$ cat src/salru_pkg.sv
// Shared types and constants for the set-associative LRU tag store.
// Used by salru_ctrl, salru_datapath and set_assoc_cache_lru_lookup_top.
package salru_pkg;

    // Default build geometry
    localparam int DEF_MAX_SET_BITS = 8;
    localparam int DEF_MAX_WAYS     = 8;
    localparam int DEF_ADDR_WIDTH   = 64;

    // Fixed field widths
    localparam int ADDR_W  = 64;
    localparam int TAG_W   = 62;
    localparam int STAMP_W = 64;
    localparam int CNT_W   = 32;

    // Configuration reset values
    localparam logic [3:0] RST_SET_BITS    = 4'd4;
    localparam logic [4:0] RST_OFFSET_BITS = 5'd4;
    localparam logic [3:0] RST_WAYS_IN_USE = 4'd1;

    // Configuration register word indexes; the byte address is 4 * index.
    localparam logic [1:0] REG_SET_BITS    = 2'd0;
    localparam logic [1:0] REG_OFFSET_BITS = 2'd1;
    localparam logic [1:0] REG_WAYS_IN_USE = 2'd2;

    // Access outcome codes
    typedef enum logic [1:0] {
        OUT_HIT   = 2'd0,
        OUT_FILL  = 2'd1,
        OUT_EVICT = 2'd2
    } t_outcome;

    // One stored line: tag and last-use stamp
    typedef struct packed {
        logic [TAG_W-1:0]   tag;
        logic [STAMP_W-1:0] stamp;
    } t_line;

    // Controller to datapath commands
    typedef struct packed {
        logic load;     // capture the address and read its set
        logic clr;      // clear one row of valid bits
        logic resolve;  // decide hit, fill or eviction from the set read
        logic scan;     // examine one way for the oldest stamp
        logic evict;    // commit the eviction chosen by the scan
    } t_dp_cmd;

    // Datapath to controller status
    typedef struct packed {
        logic clr_last;
        logic need_evict;
        logic scan_last;
    } t_dp_sts;

endpackage

$ cat src/salru_ctrl.sv
// Sequencer for the LRU tag store: clearing pass, lookup, LRU scan, eviction.
// Depends on salru_pkg for the command and status structs.
module salru_ctrl import salru_pkg::*; (
    input  logic    i_clk,
    input  logic    i_rst_n,
    input  logic    i_start,
    input  t_dp_sts i_sts,
    output t_dp_cmd o_cmd,
    output logic    o_busy
);

    typedef enum logic [2:0] {
        S_CLEAR,
        S_IDLE,
        S_LOOKUP,
        S_SCAN,
        S_EVICT
    } t_state;

    t_state r_state;
    logic   r_busy;

    always_ff @(posedge i_clk) begin
        if (!i_rst_n) begin
            r_state <= S_CLEAR;
            r_busy  <= 1'b1;
        end else begin
            unique case (r_state)
                S_CLEAR: begin
                    if (i_sts.clr_last) begin
                        r_state <= S_IDLE;
                        r_busy  <= 1'b0;
                    end
                end
                S_IDLE: begin
                    if (i_start) begin
                        r_state <= S_LOOKUP;
                        r_busy  <= 1'b1;
                    end
                end
                S_LOOKUP: begin
                    if (i_sts.need_evict) begin
                        r_state <= S_SCAN;
                    end else begin
                        r_state <= S_IDLE;
                        r_busy  <= 1'b0;
                    end
                end
                S_SCAN: begin
                    if (i_sts.scan_last) begin
                        r_state <= S_EVICT;
                    end
                end
                S_EVICT: begin
                    r_state <= S_IDLE;
                    r_busy  <= 1'b0;
                end
                default: begin
                    r_state <= S_CLEAR;
                    r_busy  <= 1'b1;
                end
            endcase
        end
    end

    always_comb begin
        o_cmd         = '0;
        o_cmd.clr     = (r_state == S_CLEAR);
        o_cmd.load    = (r_state == S_IDLE) && i_start;
        o_cmd.resolve = (r_state == S_LOOKUP);
        o_cmd.scan    = (r_state == S_SCAN);
        o_cmd.evict   = (r_state == S_EVICT);
    end

    assign o_busy = r_busy;

endmodule

$ cat config.mk
export PLATFORM = sky130hd
export DESIGN_NAME = salru_ctrl
export DESIGN_NICKNAME = d
export VERILOG_FILES = /design/src/salru_pkg.sv /design/src/salru_ctrl.sv
export SDC_FILE = /design/constraint.sdc
export NUM_CORES = 1
export LEC_CHECK = 0
export BUFFER_PORTS_ARGS = -buffer_cell sky130_fd_sc_hd__buf_2
export CORE_AREA = 4 4 41 43
export CTS_CLUSTER_SIZE = 8
export DETAILED_ROUTE_END_ITERATION = 16
export DIE_AREA = 0 0 45 47
export SETUP_SLACK_MARGIN = 0.4
export SLEW_MARGIN = 5
export SYNTH_ARGS = -nofsm -noshare
export SYNTH_HDL_FRONTEND = slang
export SYNTH_SLANG_ARGS = --single-unit
$ cat constraint.sdc
create_clock -name i_clk -period 1.05 [get_ports i_clk]
set_input_delay 0.1575 -clock i_clk [delete_from_list [all_inputs] [get_ports i_clk]]
set_output_delay 0.1575 -clock i_clk [all_outputs]
set_load 0.05 [all_outputs]
# Yosys cells after proc, flatten, opt, wreduce, memory -nomap -nowiden
# Cells that the tools add are included.
dict set report op_classes {
  eq_ne 8
  muxes 9
  bitwise_logic 1
  n_reduce_logical 4
}
# op n
set op_table {}
lappend op_table {{case mux 3 bit (5 select lines)} 1}
lappend op_table {{two-way mux 3 bit} 3}
lappend op_table {{inequality test 2 bit, second input constant} 4}
lappend op_table {{equality test 3 x 2 -> 1 bit, second input constant} 2}
lappend op_table {{case mux 1 bit (5 select lines)} 1}
lappend op_table {{AND reduction 4 bit} 1}
lappend op_table {{equality test 3 x 1 -> 1 bit, second input constant} 1}
lappend op_table {{equality test 3 bit, second input constant} 1}
lappend op_table {{zero test 3 bit} 1}
lappend op_table {{two-way mux 1 bit} 3}
lappend op_table {{AND reduction 3 bit} 1}
lappend op_table {{two-way mux 2 bit} 1}
lappend op_table {{logical AND 1 bit} 1}
lappend op_table {{inverter 1 bit} 1}
dict set report totals {
  register_bits 4
  in_bits 6
  output_inout_bits 6
  elab_cells 24
}

# Logic depth before layout (Yosys ltp)
# Gate-level depths: netlist (run 1).
dict set report depth {
  depth_word 3
  ltp_mapped 4
  depth_no_buf 3
}

# Worst setup path after synthesis (run 1)
# Ideal clock, no wire load.
dict set report synth_path {
  path_kind {reg-to-output}
  startpoint {reg r_state[0]}
  endpoint {out o_cmd[0] (netlist name)}
  arrival_time_ns 1.628
  required_time_ns 0.892
  slack_ns -0.736
  stages_incl_launch_ff 3
  path_buffers 1
  cell_sequence {dfxtp_1 buf_4 nor3b_1}
}
# item line
set synth_lines {}
lappend synth_lines {{from (decl)} salru_ctrl.sv:20} ;# t_state r_state;
lappend synth_lines {{from (signal assigned)} salru_ctrl.sv:25} ;# r_state <= S_CLEAR;
lappend synth_lines {{from (signal assigned)} salru_ctrl.sv:31} ;# r_state <= S_IDLE;
lappend synth_lines {{from (signal assigned)} salru_ctrl.sv:37} ;# r_state <= S_LOOKUP;
lappend synth_lines {{to (decl)} salru_ctrl.sv:8} ;# output t_dp_cmd o_cmd,

==> results.txt, run 1 <==
The share of total power dissipated in the clock network is 30.4%. The run gives 28.7% as the share of synthesized area occupied by flip-flops and latches. After detailed routing, the average wire length per cell comes to 12.8 um.

Using the TritonRoute via totals, the vias-per-cell ratio works out to 4.79. The number of flops mapped to enable cells by yosys was 0; the residual overflow from global routing was 0. Die area: 2120 um^2. In the post-synthesis netlist, the biggest area contributors are sky130_fd_sc_hd__dfxtp_1 (29%), sky130_fd_sc_hd__nand2b_1 (9.0%), sky130_fd_sc_hd__buf_6 (8.1%). Averaged over all synthesized cells, the footprint is 9.00 um^2. The floorplan step defined a core boundary enclosing 1300 um^2. The count of input and output buffers was 11. For the cell area after synthesis, the log shows 279 um^2. After synthesis the netlist holds a flip-flop and latch count of 4.

The switching share of power is 34.9%. The tool flagged a number of max-cap violations equal to 0. Cell type of the slowest stage on the worst timing path: sky130_fd_sc_hd__dfxtp_4.

Dividing total power by cell area gives a power density of 1090 nW/um^2. The latest clock arrival within the worst-skew pair is 0.24 ns, and the clock slew seen by the registers of the worst setup and hold paths is 0.04 ns. The logs give 525 um for the half-perimeter wire length of the detailed placement result and 117 for the count of filler cells inserted in the layout. By startpoint and endpoint, the worst setup path is classified as reg2out.

For this design the static power due to leakage is 0.268 nW. The internal portion of the total power is 0.470 mW. The commonest cells after synthesis are sky130_fd_sc_hd__dfxtp_1 (4), sky130_fd_sc_hd__nand2b_1 (4), sky130_fd_sc_hd__a21oi_1 (3), sky130_fd_sc_hd__nor3_1 (3). TritonCTS built the clock tree. In the synthesized netlist the async set-or-reset flop fraction comes to 0%. VDD sags by at most 0.000727 V. The analysis attributes to net switching a power of 0.251 mW. STA classifies the critical path endpoint as an output pin. The routed design could run at a clock period as short as 1.25 ns. The number of cell instances on the worst register-to-register path is 6, and the number of buffers added by the clock tree synthesis step is 3. Headroom to the max-slew limit came out at 85.0%.

After routing, the total negative slack on setup checks comes to -1.25 ns. The first global-routing pass estimated 1.55 mm of wire. The cell type contributing the most total cell area after synthesis is sky130_fd_sc_hd__dfxtp_1.

The number of warnings printed during yosys synthesis came out at 0. The number of levels the H-tree was split into is 1. Unique cell type count in the Yosys netlist: 19. The run finished, with violations left. The clock arrives with 0.00143 ns of skew. The tools report the number of slew-limit violations in the final report as 0.

Final weighted congestion in routability-driven placement: 0.717. The net count after synthesis was 37; the fraction of layout cells with a size suffix above 1 was 82.5%. In this run the worst hold path is classified as in2reg. The height of the chip is 47 um. The number of DRC violations after detailed routing was 0; the floorplan row count was 13. Entering global routing, the biggest net connects 7 pins.

In the synthesized netlist the dominant register cell turns out to be sky130_fd_sc_hd__dfxtp_1. The number of cells on the worst hold path is 2, and the detailed-route wire length is 922 um. For the placed cell area, the log shows 429 um^2.

Of the post-synthesis cell area, the dominant cell type holds 28.7%. The clock passes through at most 2 buffers. The run gives 345 as the via count of the routed design. Combinational logic burns 43.3% of the power.

The sequential cell fraction of total power was 26.3%; the endpoint arrival time on the critical path was 1.09 ns. Once the floorplan was initialized, standard cells occupied 21.4% of the core. The data required time of the critical path was 0.89 ns. The final critical path takes up 119% of the cycle.

Relative to the synthesized area, the layout overhead comes to 137%. The maximum fanout count along the critical path is 5, and the slew at the pin with the worst max-slew slack is 0.224 ns. The run gives 256 um^2 as the area of the multi-input gates. The checks that failed: negative setup slack.

0 antenna diodes ended up in the layout. Traced cell by cell, the critical path runs through buf_12, nor3b_4, buf_6. STA classifies the critical path startpoint as a flip-flop.

Once layout is complete, the cells apart from fillers number 72. For this run, the slowest stage of the critical path takes 0.37 ns. Buffers inserted to repair hold after CTS numbered 0.

In this run the count of I/O pins placed on the die edge is 12. The run gives -0.200 ns as the worst-case setup margin in the final layout. The run gives -0.0597 ns as the worst slack at placement. The tools report the master cell of the clock root buffer as sky130_fd_sc_hd__clkbuf_4. The first detailed-routing pass ran for 2 iterations. The run gives 0.721 mW as the power after layout. The hold violation count in the final report was 0. The worst hold slack came out at 0.143 ns. The number of antenna-violating nets in the routed design was 0; the final core area utilization was 50.8%. The logs give 31 for the synthesized netlist cell count and 9 for the violation count after the first detailed-route iteration. The total routing usage reported by global routing is 11.1%, and the floorplan die width is 45 um. The sequential standard cell area came out at 90.1 um^2. For this design, the sink count on the clock tree is 4. For the placed instance count, the log shows 59.

The initial antenna violation count was 0; the cell area after layout was 661 um^2. Number of global-route vias before repair: 353. The number of nets in the finished design is 64, and the number of endpoints failing setup at the final stage is 8. Setup repair after global routing could not meet its margin everywhere.

The maximum achievable frequency came out at 0.800 GHz.
state kept, by name, indices dropped and copies added, names as in the netlist:
name / count
o_busy: 1
r_state: 3
worst paths after layout:
check	start	endpoint	slack, ns
worst min-delay path	i_rst_n	o_busy	0.14
worst max-delay path	r_state[0]	o_cmd[0]	-0.20
worst min register to register	o_busy	o_busy	0.54
worst max register to register	r_state[0]	r_state[1]	-0.15
layout make-up:
class	count	share of cell area, %
clock buffers	4	3.98
inverters	1	1.33
multi-input cells	23	38.8
flip-flops and latches	4	13.6
well taps	15	2.84
repair buffers	25	39.4
layer usage:
metal  up-vias  GRT usage [%]  routed length [um]
met3         5           6.90                  69
li1        165              -                   -
met4         0           5.26                  13
met1       165           11.2                 330
met5         -              0                   0
met2        10           18.1                 509
repair_timing:
| item | in CTS | in global routing |
|---|---|---|
| gates resized for setup | 32 | 2 |
| buffers inserted | 6 | 3 |
| endpoints found under the setup margin | 10 | 10 |
| pin swaps | 9 | 4 |
| cloned | 0 | 0 |
placed cells by master, fill, tap and decap left out, types with 3 or more instances in the layout:
master	n
sky130_fd_sc_hd__buf_2	5
sky130_fd_sc_hd__buf_4	3
sky130_fd_sc_hd__buf_6	14
sky130_fd_sc_hd__clkbuf_4	3
sky130_fd_sc_hd__nand2b_1	3
sky130_fd_sc_hd__nor3_4	4
critical path, delay by kind of cell, from the launching register on:
kind / cells / cell delay, ns
buffers and inverters: 2 / 0.31
and+or+nand+nor: 1 / 0.16
DFF: 1 / 0.37
logic make-up after synthesis:
logic type	count (synthesis)	share of synthesized area (%)
compound gates	8	22.0
simple gates	15	36.3
flops	4	28.7
buf+inv	4	13.0
power by group through the flow:
stage,logic [mW],clock network [mW],registers (mW)
floorplan,0.146,0,0.197
global placement,0.182,0,0.196
detailed placement,0.182,0,0.197
CTS,0.271,0.228,0.193
global route,0.328,0.246,0.191
finish,0.312,0.219,0.189
(Power assumes the default switching activity.)
==> run 2: changes to the inputs <==
- RECOVER_POWER: unset -> 100
==> results.txt, run 2 (synthesis results as in run 1) <==
The number of cells on the critical path came out at 3 (unchanged). The critical path goes through buf_12, nor3b_4, buf_6. STA classifies the critical path endpoint as an output pin. The run gives 4 (unchanged) as the total clock sinks.

The library cells used most frequently in the layout, excluding fill and tap cells, are sky130_fd_sc_hd__buf_6 (14), sky130_fd_sc_hd__buf_2 (5), sky130_fd_sc_hd__nor3_4 (4), sky130_fd_sc_hd__clkbuf_4 (4). The endpoint arrival time on the critical path was 1.09 ns (about the same). The time the worst path needs with I/O delays and setup was 1.25 ns (-0.0000360 ns). The final reports fail on negative setup slack.

STA classifies the critical path startpoint as a flip-flop. The max-capacitance violation count was 0 (unchanged). Setup repair after global routing could not meet its margin everywhere. For the final core area utilization, the log shows 50.2% (-0.58 points).

For the initial antenna violation count, the log shows 0 (unchanged). The maximum achievable frequency is 0.800 GHz (about the same). Worst-case headroom to the max-slew limit: 85.0% (unchanged). The cell area after layout is 653 um^2 (-1.1%), and the buffer and inverter count on the worst path is 2 (unchanged).

The number of slew-limit violations in the final report was 0 (unchanged); the number of flip-flops in the largest register was 3 (unchanged). The placed instance count is 59 (unchanged). For the worst setup skew after layout, the log shows 0.00144 ns (+0.0000116 ns). Critical path class: reg2out.

The cell leakage power is 0.265 nW (-1.2%). The count of filler cells inserted in the layout came out at 117 (unchanged). The total routing usage reported by global routing is 11.1% (unchanged), and the final weighted congestion in routability-driven placement is 0.717 (unchanged).

The sequential cell fraction of total power is 26.3% (about the same), and the worst hold slack is 0.143 ns (+0.0000380 ns). The number of cells in the finished layout apart from fillers was 72 (unchanged). The floorplan die width works out to 45 um (unchanged). On the critical path, the stage with the largest delay is an instance of sky130_fd_sc_hd__dfxtp_4. Wire length of the first global-routing pass: 1.55 mm (unchanged). The commonest non-fill, non-tap cell in the layout was sky130_fd_sc_hd__buf_6. The flow ran to the end, but the final reports show violations.

The via count of the routed design was 345 (unchanged); the switching share of power was 35.1% (+0.19 points). Relative to the synthesized area, the layout overhead comes to 134%. The maximum fanout count along the critical path works out to 5 (unchanged). The cell area power density came out at 1090 nW/um^2 (-0.17%). Routed metal-1 wire length: 329 um (-0.30%). The violation count after the first detailed-route iteration was 9 (unchanged).

TritonCTS built the clock tree. Slew at the pin with the worst max-slew slack: 0.224 ns (unchanged). The sequential standard cell area was 90.1 um^2 (unchanged); the average routed wire per standard cell was 12.8 um (-0.11%).

Met3 routed wirelength: 69 um (unchanged). The tools report the worst slack at placement as -0.0597 ns (unchanged). Floorplan row count: 13 (unchanged). Number of vias per cell: 4.79 (unchanged).

The run gives 0 (unchanged) as the number of antenna-violating nets in the routed design. Count of pins on the block boundary: 12 (unchanged). The cell-internal power is 0.462 mW (-1.6%), and the number of endpoints failing setup at the final stage is 8 (unchanged). The height of the chip came out at 47 um (unchanged). For the hold violation count in the final report, the log shows 0 (unchanged). The worst-case clock buffer depth was 2 (unchanged); the initial cell density of the core was 21.4% (unchanged).

The placed cell area is 429 um^2 (unchanged), and the switching power total is 0.249 mW (-0.76%). The tools report the power after layout as 0.712 mW (-1.3%). The worst stage delay on the critical path was 0.37 ns (about the same); the clock network fraction of design power was 30.8% (+0.4 points). The relative contribution of combinational cells to total power is 42.8% (-0.5 points), and the data required time of the critical path is 0.89 ns (about the same). For the residual overflow from global routing, the log shows 0 (unchanged). The number of nets in the finished design was 64 (unchanged); the number of DRC violations after detailed routing was 0 (unchanged). The largest vdd supply drop is 0.000727 V (about the same).

The run gives 525 um (unchanged) as the half-perimeter wire length of the detailed placement result. The tools report the antenna diode count as 0 (unchanged). The latest clock arrival within the worst-skew pair was 0.24 ns (about the same). The detailed-route wire length is 921 um (-0.11%), and the fraction of layout cells with a size suffix above 1 is 82.5% (unchanged).

For the area of the core, the log shows 1300 um^2 (unchanged). For the maximum number of pins on one net before global-route repair, the log shows 7 (unchanged). The wire length on met2 was 509 um (unchanged); the number of levels the H-tree was split into was 1 (unchanged). The clock slew seen by the registers of the worst setup and hold paths is 0.04 ns (about the same), and the period utilization is 119% (about the same). The number of cell instances on the worst register-to-register path was 6 (unchanged).

The highest routed metal layer is met4. The register with the most flip-flops is r_state. The number of global-route vias before repair is 353 (unchanged). In this run the worst hold path is classified as in2reg. The worst-case setup margin in the final layout was -0.200 ns (+0.0000360 ns). The number of cells on the worst hold path came out at 2 (unchanged). The accumulated negative setup slack was -1.25 ns (+0.000210 ns).

Among cell families on the critical path, the largest total delay comes from flip-flops. The count of input and output buffers works out to 11 (unchanged). Die area: 2120 um^2 (unchanged).

The logs give 256 um^2 (unchanged) for the area of the multi-input gates and 2 (unchanged) for the first-pass iteration count of the detailed router. The number of buffers added by the clock tree synthesis step was 3 (unchanged). The master cell of the clock root buffer was sky130_fd_sc_hd__clkbuf_4.
[run 2: cell types whose count changed in the layout (fill, tap and decap cells not counted)]
| cell | change |
|---|---|
| sky130_fd_sc_hd__buf_8 | -1 |
| sky130_fd_sc_hd__clkbuf_4 | +1 |
[run 2: routing by layer]
| metal | global-route usage (%) | up-vias |
|---|---|---|
| li1 | - | 165 |
| met1 | 11.2 | 165 |
| met2 | 18.1 | 10 |
| met3 | 6.90 | 5 |
| met4 | 5.26 | 0 |
| met5 | 0 | - |
[run 2: final cells by class]
type | instances | share of cell area (%)
timing repair buffer | 25 | 38.7
clock buffer | 4 | 4.02
tap | 15 | 2.87
multi-input combinational | 23 | 39.3
inverter | 1 | 1.34
sequential | 4 | 13.8
[run 2: power groups by stage]
stage | registers [mW] | clock network, mW | logic [mW]
2_1_floorplan | 0.197 | 0 | 0.146
3_3_place_gp | 0.196 | 0 | 0.182
3_5_place_dp | 0.197 | 0 | 0.182
4_1_cts | 0.193 | 0.228 | 0.271
5_1_grt | 0.189 | 0.246 | 0.321
6_report | 0.187 | 0.219 | 0.305
[run 2: worst paths after layout]
kind / start / to / slack, ns
min: i_rst_n / o_busy / 0.14
max: r_state[0] / o_cmd[0] / -0.20
max reg2reg: r_state[0] / r_state[1] / -0.15
min reg2reg: o_busy / o_busy / 0.52
[run 2: repair_timing]
action                     4_1_cts  5_1_grt
hold buffers                     0        0
cloned                           0        0
setup endpoints to repair       10       10
gates resized for setup         32        2
setup buffers                    6        3
pin swaps                        9        4
[run 2: worst register-to-register path, delay by kind of cell (launching register included)]
family / cells / cell delay [ns]
buffers and inverters: 4 / 0.48
DFF: 1 / 0.37
AOI/OAI and AO/OA: 2 / 0.22
==> run 3: changes to the inputs <==
- TNS_END_PERCENT: unset -> 30
==> results.txt, run 3 (synthesis results as in run 1) <==
For the data required time of the critical path, the log shows 0.89 ns (about the same). In the layout the commonest cells are sky130_fd_sc_hd__buf_6 (8), sky130_fd_sc_hd__buf_2 (6), sky130_fd_sc_hd__buf_4 (5). The number of global-route vias before repair is 318 (-9.9%). The antenna diode count was 0 (unchanged). The worst register-to-register path ends at r_state[1]. For the number of hold buffers added after CTS, the log shows 0 (unchanged). Average routed wire per standard cell: 11.5 um (-10%). The register with the most flip-flops is r_state. The endpoint class of the critical path is an output pin. The count of filler cells inserted in the layout was 137 (+17%); the half-perimeter wire length of the detailed placement result was 529 um (+0.72%). The detailed-route wire length came out at 770 um (-16%). The run gives 0 (unchanged) as the max-capacitance violation count. The worst register-to-register path begins at r_state[0].

The met3 track demand over resource in global routing came out at 5.75% (-1.1 points). Critical path class: reg2out. The tools report the met2 usage in global routing as 13.0% (-5.1 points). The number of DRC violations after detailed routing came out at 0 (unchanged). The type of origin of the critical path was a flip-flop. The met1 usage in global routing was 9.79% (-1.4 points); the time the worst path needs with I/O delays and setup was 1.24 ns (-0.00845 ns). The final weighted congestion in routability-driven placement came out at 0.712 (-0.67%). For the cell leakage power, the log shows 0.219 nW (-17%).

The count of input and output buffers came out at 11 (unchanged). Clock slew seen by the registers of the worst setup and hold paths: 0.04 ns (about the same). Post-synthesis to final-layout area growth: 92.8%. Sequential standard cell area: 88.8 um^2 (-1.4%). The height of the chip came out at 47 um (unchanged). Setup repair after global routing could not meet its margin everywhere. CTS placed an instance of sky130_fd_sc_hd__clkbuf_4 at the clock tree root. The launch point of the worst path is r_state[1]. The area of the multi-input gates came out at 218 um^2 (-15%). The cell area power density came out at 1170 nW/um^2 (+7.4%).

The number of buffers added by the clock tree synthesis step is 3 (unchanged), and the worst-case headroom to the max-slew limit is 83.6% (-1.4 points). The period utilization is 118% (-0.80 points). TritonCTS built the clock tree. The run gives 8.38% (-2.7 points) as the total routing usage reported by global routing. The run gives 1300 um^2 (unchanged) as the area of the core. The floorplan die width was 45 um (unchanged); the maximum achievable frequency was 0.805 GHz (+0.68%).

The fraction of layout cells with a size suffix above 1 works out to 69.2% (-13 points). For the total clock sinks, the log shows 4 (unchanged). The final reports fail on negative setup slack.

The endpoint arrival time on the critical path was 1.08 ns (about the same). The tools report the maximum number of pins on one net before global-route repair as 9 (+2). Worst hold slack: 0.143 ns (+0.000499 ns).

The residual overflow from global routing is 0 (unchanged). The run gives 2 (unchanged) as the first-pass iteration count of the detailed router. The number of flip-flops in the largest register is 3 (unchanged).

The tools report the latest clock arrival within the worst-skew pair as 0.24 ns (about the same). The run finished, with violations left. Number of levels the H-tree was split into: 1 (unchanged). The slew at the pin with the worst max-slew slack was 0.248 ns (+0.0237 ns).

The number of endpoints failing setup at the final stage is 7 (-1). The logs give -0.06 ns (+0.09 ns) for the worst setup slack for register-to-register paths and 311 (-9.9%) for the via count of the routed design. The floorplan row count is 13 (unchanged), and the number of antenna-violating nets in the routed design is 0 (unchanged). The number of slew-limit violations in the final report is 0 (unchanged).

The largest vdd supply drop is 0.000672 V (-7.6%), and the violation count after the first detailed-route iteration is 4 (-5). The run gives 0 (unchanged) as the initial antenna violation count. The tools report the die area as 2120 um^2 (unchanged).

Initial cell density of the core: 21.4% (unchanged). The tightest min-delay check is of the in2reg type. The worst-case setup margin in the final layout is -0.192 ns (+0.00845 ns).

Maximum fanout count along the critical path: 5 (unchanged). The logs give 2 (unchanged) for the worst-case clock buffer depth and 0.00388 ns (+0.00244 ns) for the worst setup skew after layout. Following the worst setup path forward leads to its endpoint at o_cmd[3]. The number of cell instances on the worst register-to-register path came out at 5 (-1).

The commonest non-fill, non-tap cell in the layout is sky130_fd_sc_hd__buf_6. The hold violation count in the final report came out at 0 (unchanged). The wire length of the first global-routing pass is 1.25 mm (-19%), and the number of vias per cell is 4.64 (-3.1%). The run gives 12 (unchanged) as the count of pins on the block boundary.

The global routing stage identified its most utilized layer as met2. The logs give -0.936 ns (+0.316 ns) for the accumulated negative setup slack and 59 (-7.8%) for the number of nets in the finished design.
==> run 3: cell types whose count changed in the layout (fill, tap and decap cells not counted), moves of 2 or more <==
cell / previous run / this run
sky130_fd_sc_hd__a21oi_2: 2 / 0
sky130_fd_sc_hd__buf_6: 14 / 8
sky130_fd_sc_hd__buf_4: 3 / 5
sky130_fd_sc_hd__a21oi_1: 1 / 3
==> run 3: per-layer routing <==
metal	part of all wire, %	vias to the layer above	routed length (um)
li1	-	157	-
met1	42	145	322
met2	52	9	397
met3	6.5	0	50
met4	0	0	0
met5	0	-	0
==> run 3: area by class of cell <==
type                    instances  area share (%)
clock buffers                   4            4.88
multi-input cells              23            40.5
well taps                      15            3.49
flip-flops and latches          4            16.5
repair buffers                 20            33.0
inverters                       1            1.63
==> run 3: what timing repair did <==
| action | CTS | global route |
|---|---|---|
| endpoints found under the setup margin | 10 | 10 |
| hold endpoints to repair | 0 | 0 |
| setup buffers | 4 | 0 |
| cloned | 0 | 0 |
| gates resized for setup | 19 | 1 |
| pin swaps | 3 | 1 |
==> run 3: worst min path at each step <==
stage,from,endpoint,slack [ns],cells after the start
finish,i_rst_n,o_busy,0.14,2
global route,i_rst_n,o_busy,0.15,2
CTS,i_rst_n,o_busy,0.14,2
detailed placement,i_rst_n,o_busy,0.38,2
global placement,i_rst_n,o_busy,0.39,2
floorplan,i_rst_n,o_busy,0.23,1
==> run 3: stage by stage <==
step                      power, mW  area, um^2  cells  util [%]  setup WS [ns]
after detailed placement      0.378         428     59      32.9        -0.0563
after global placement        0.377         428     59      32.9        -0.0509
after global routing          0.665         538     67      41.3         -0.231
after CTS                     0.642         542     67      41.6         -0.199
after floorplan               0.341         345     31         -         -0.232
final                         0.629         538     67      41.3         -0.192
==> run 3: critical path, cell delays in order (launching register included) <==
cell and delay (ns):
sky130_fd_sc_hd__dfxtp_4 0.37, sky130_fd_sc_hd__buf_4 0.16, sky130_fd_sc_hd__nor3_4 0.14, sky130_fd_sc_hd__buf_6 0.18
==> run 3: report_power, final <==
group	internal (mW)	leakage, nW	switching [mW]
Clock	0.143	0.0150	0.0693
Sequential	0.165	0.0347	0.0243
Combinational	0.104	0.169	0.124
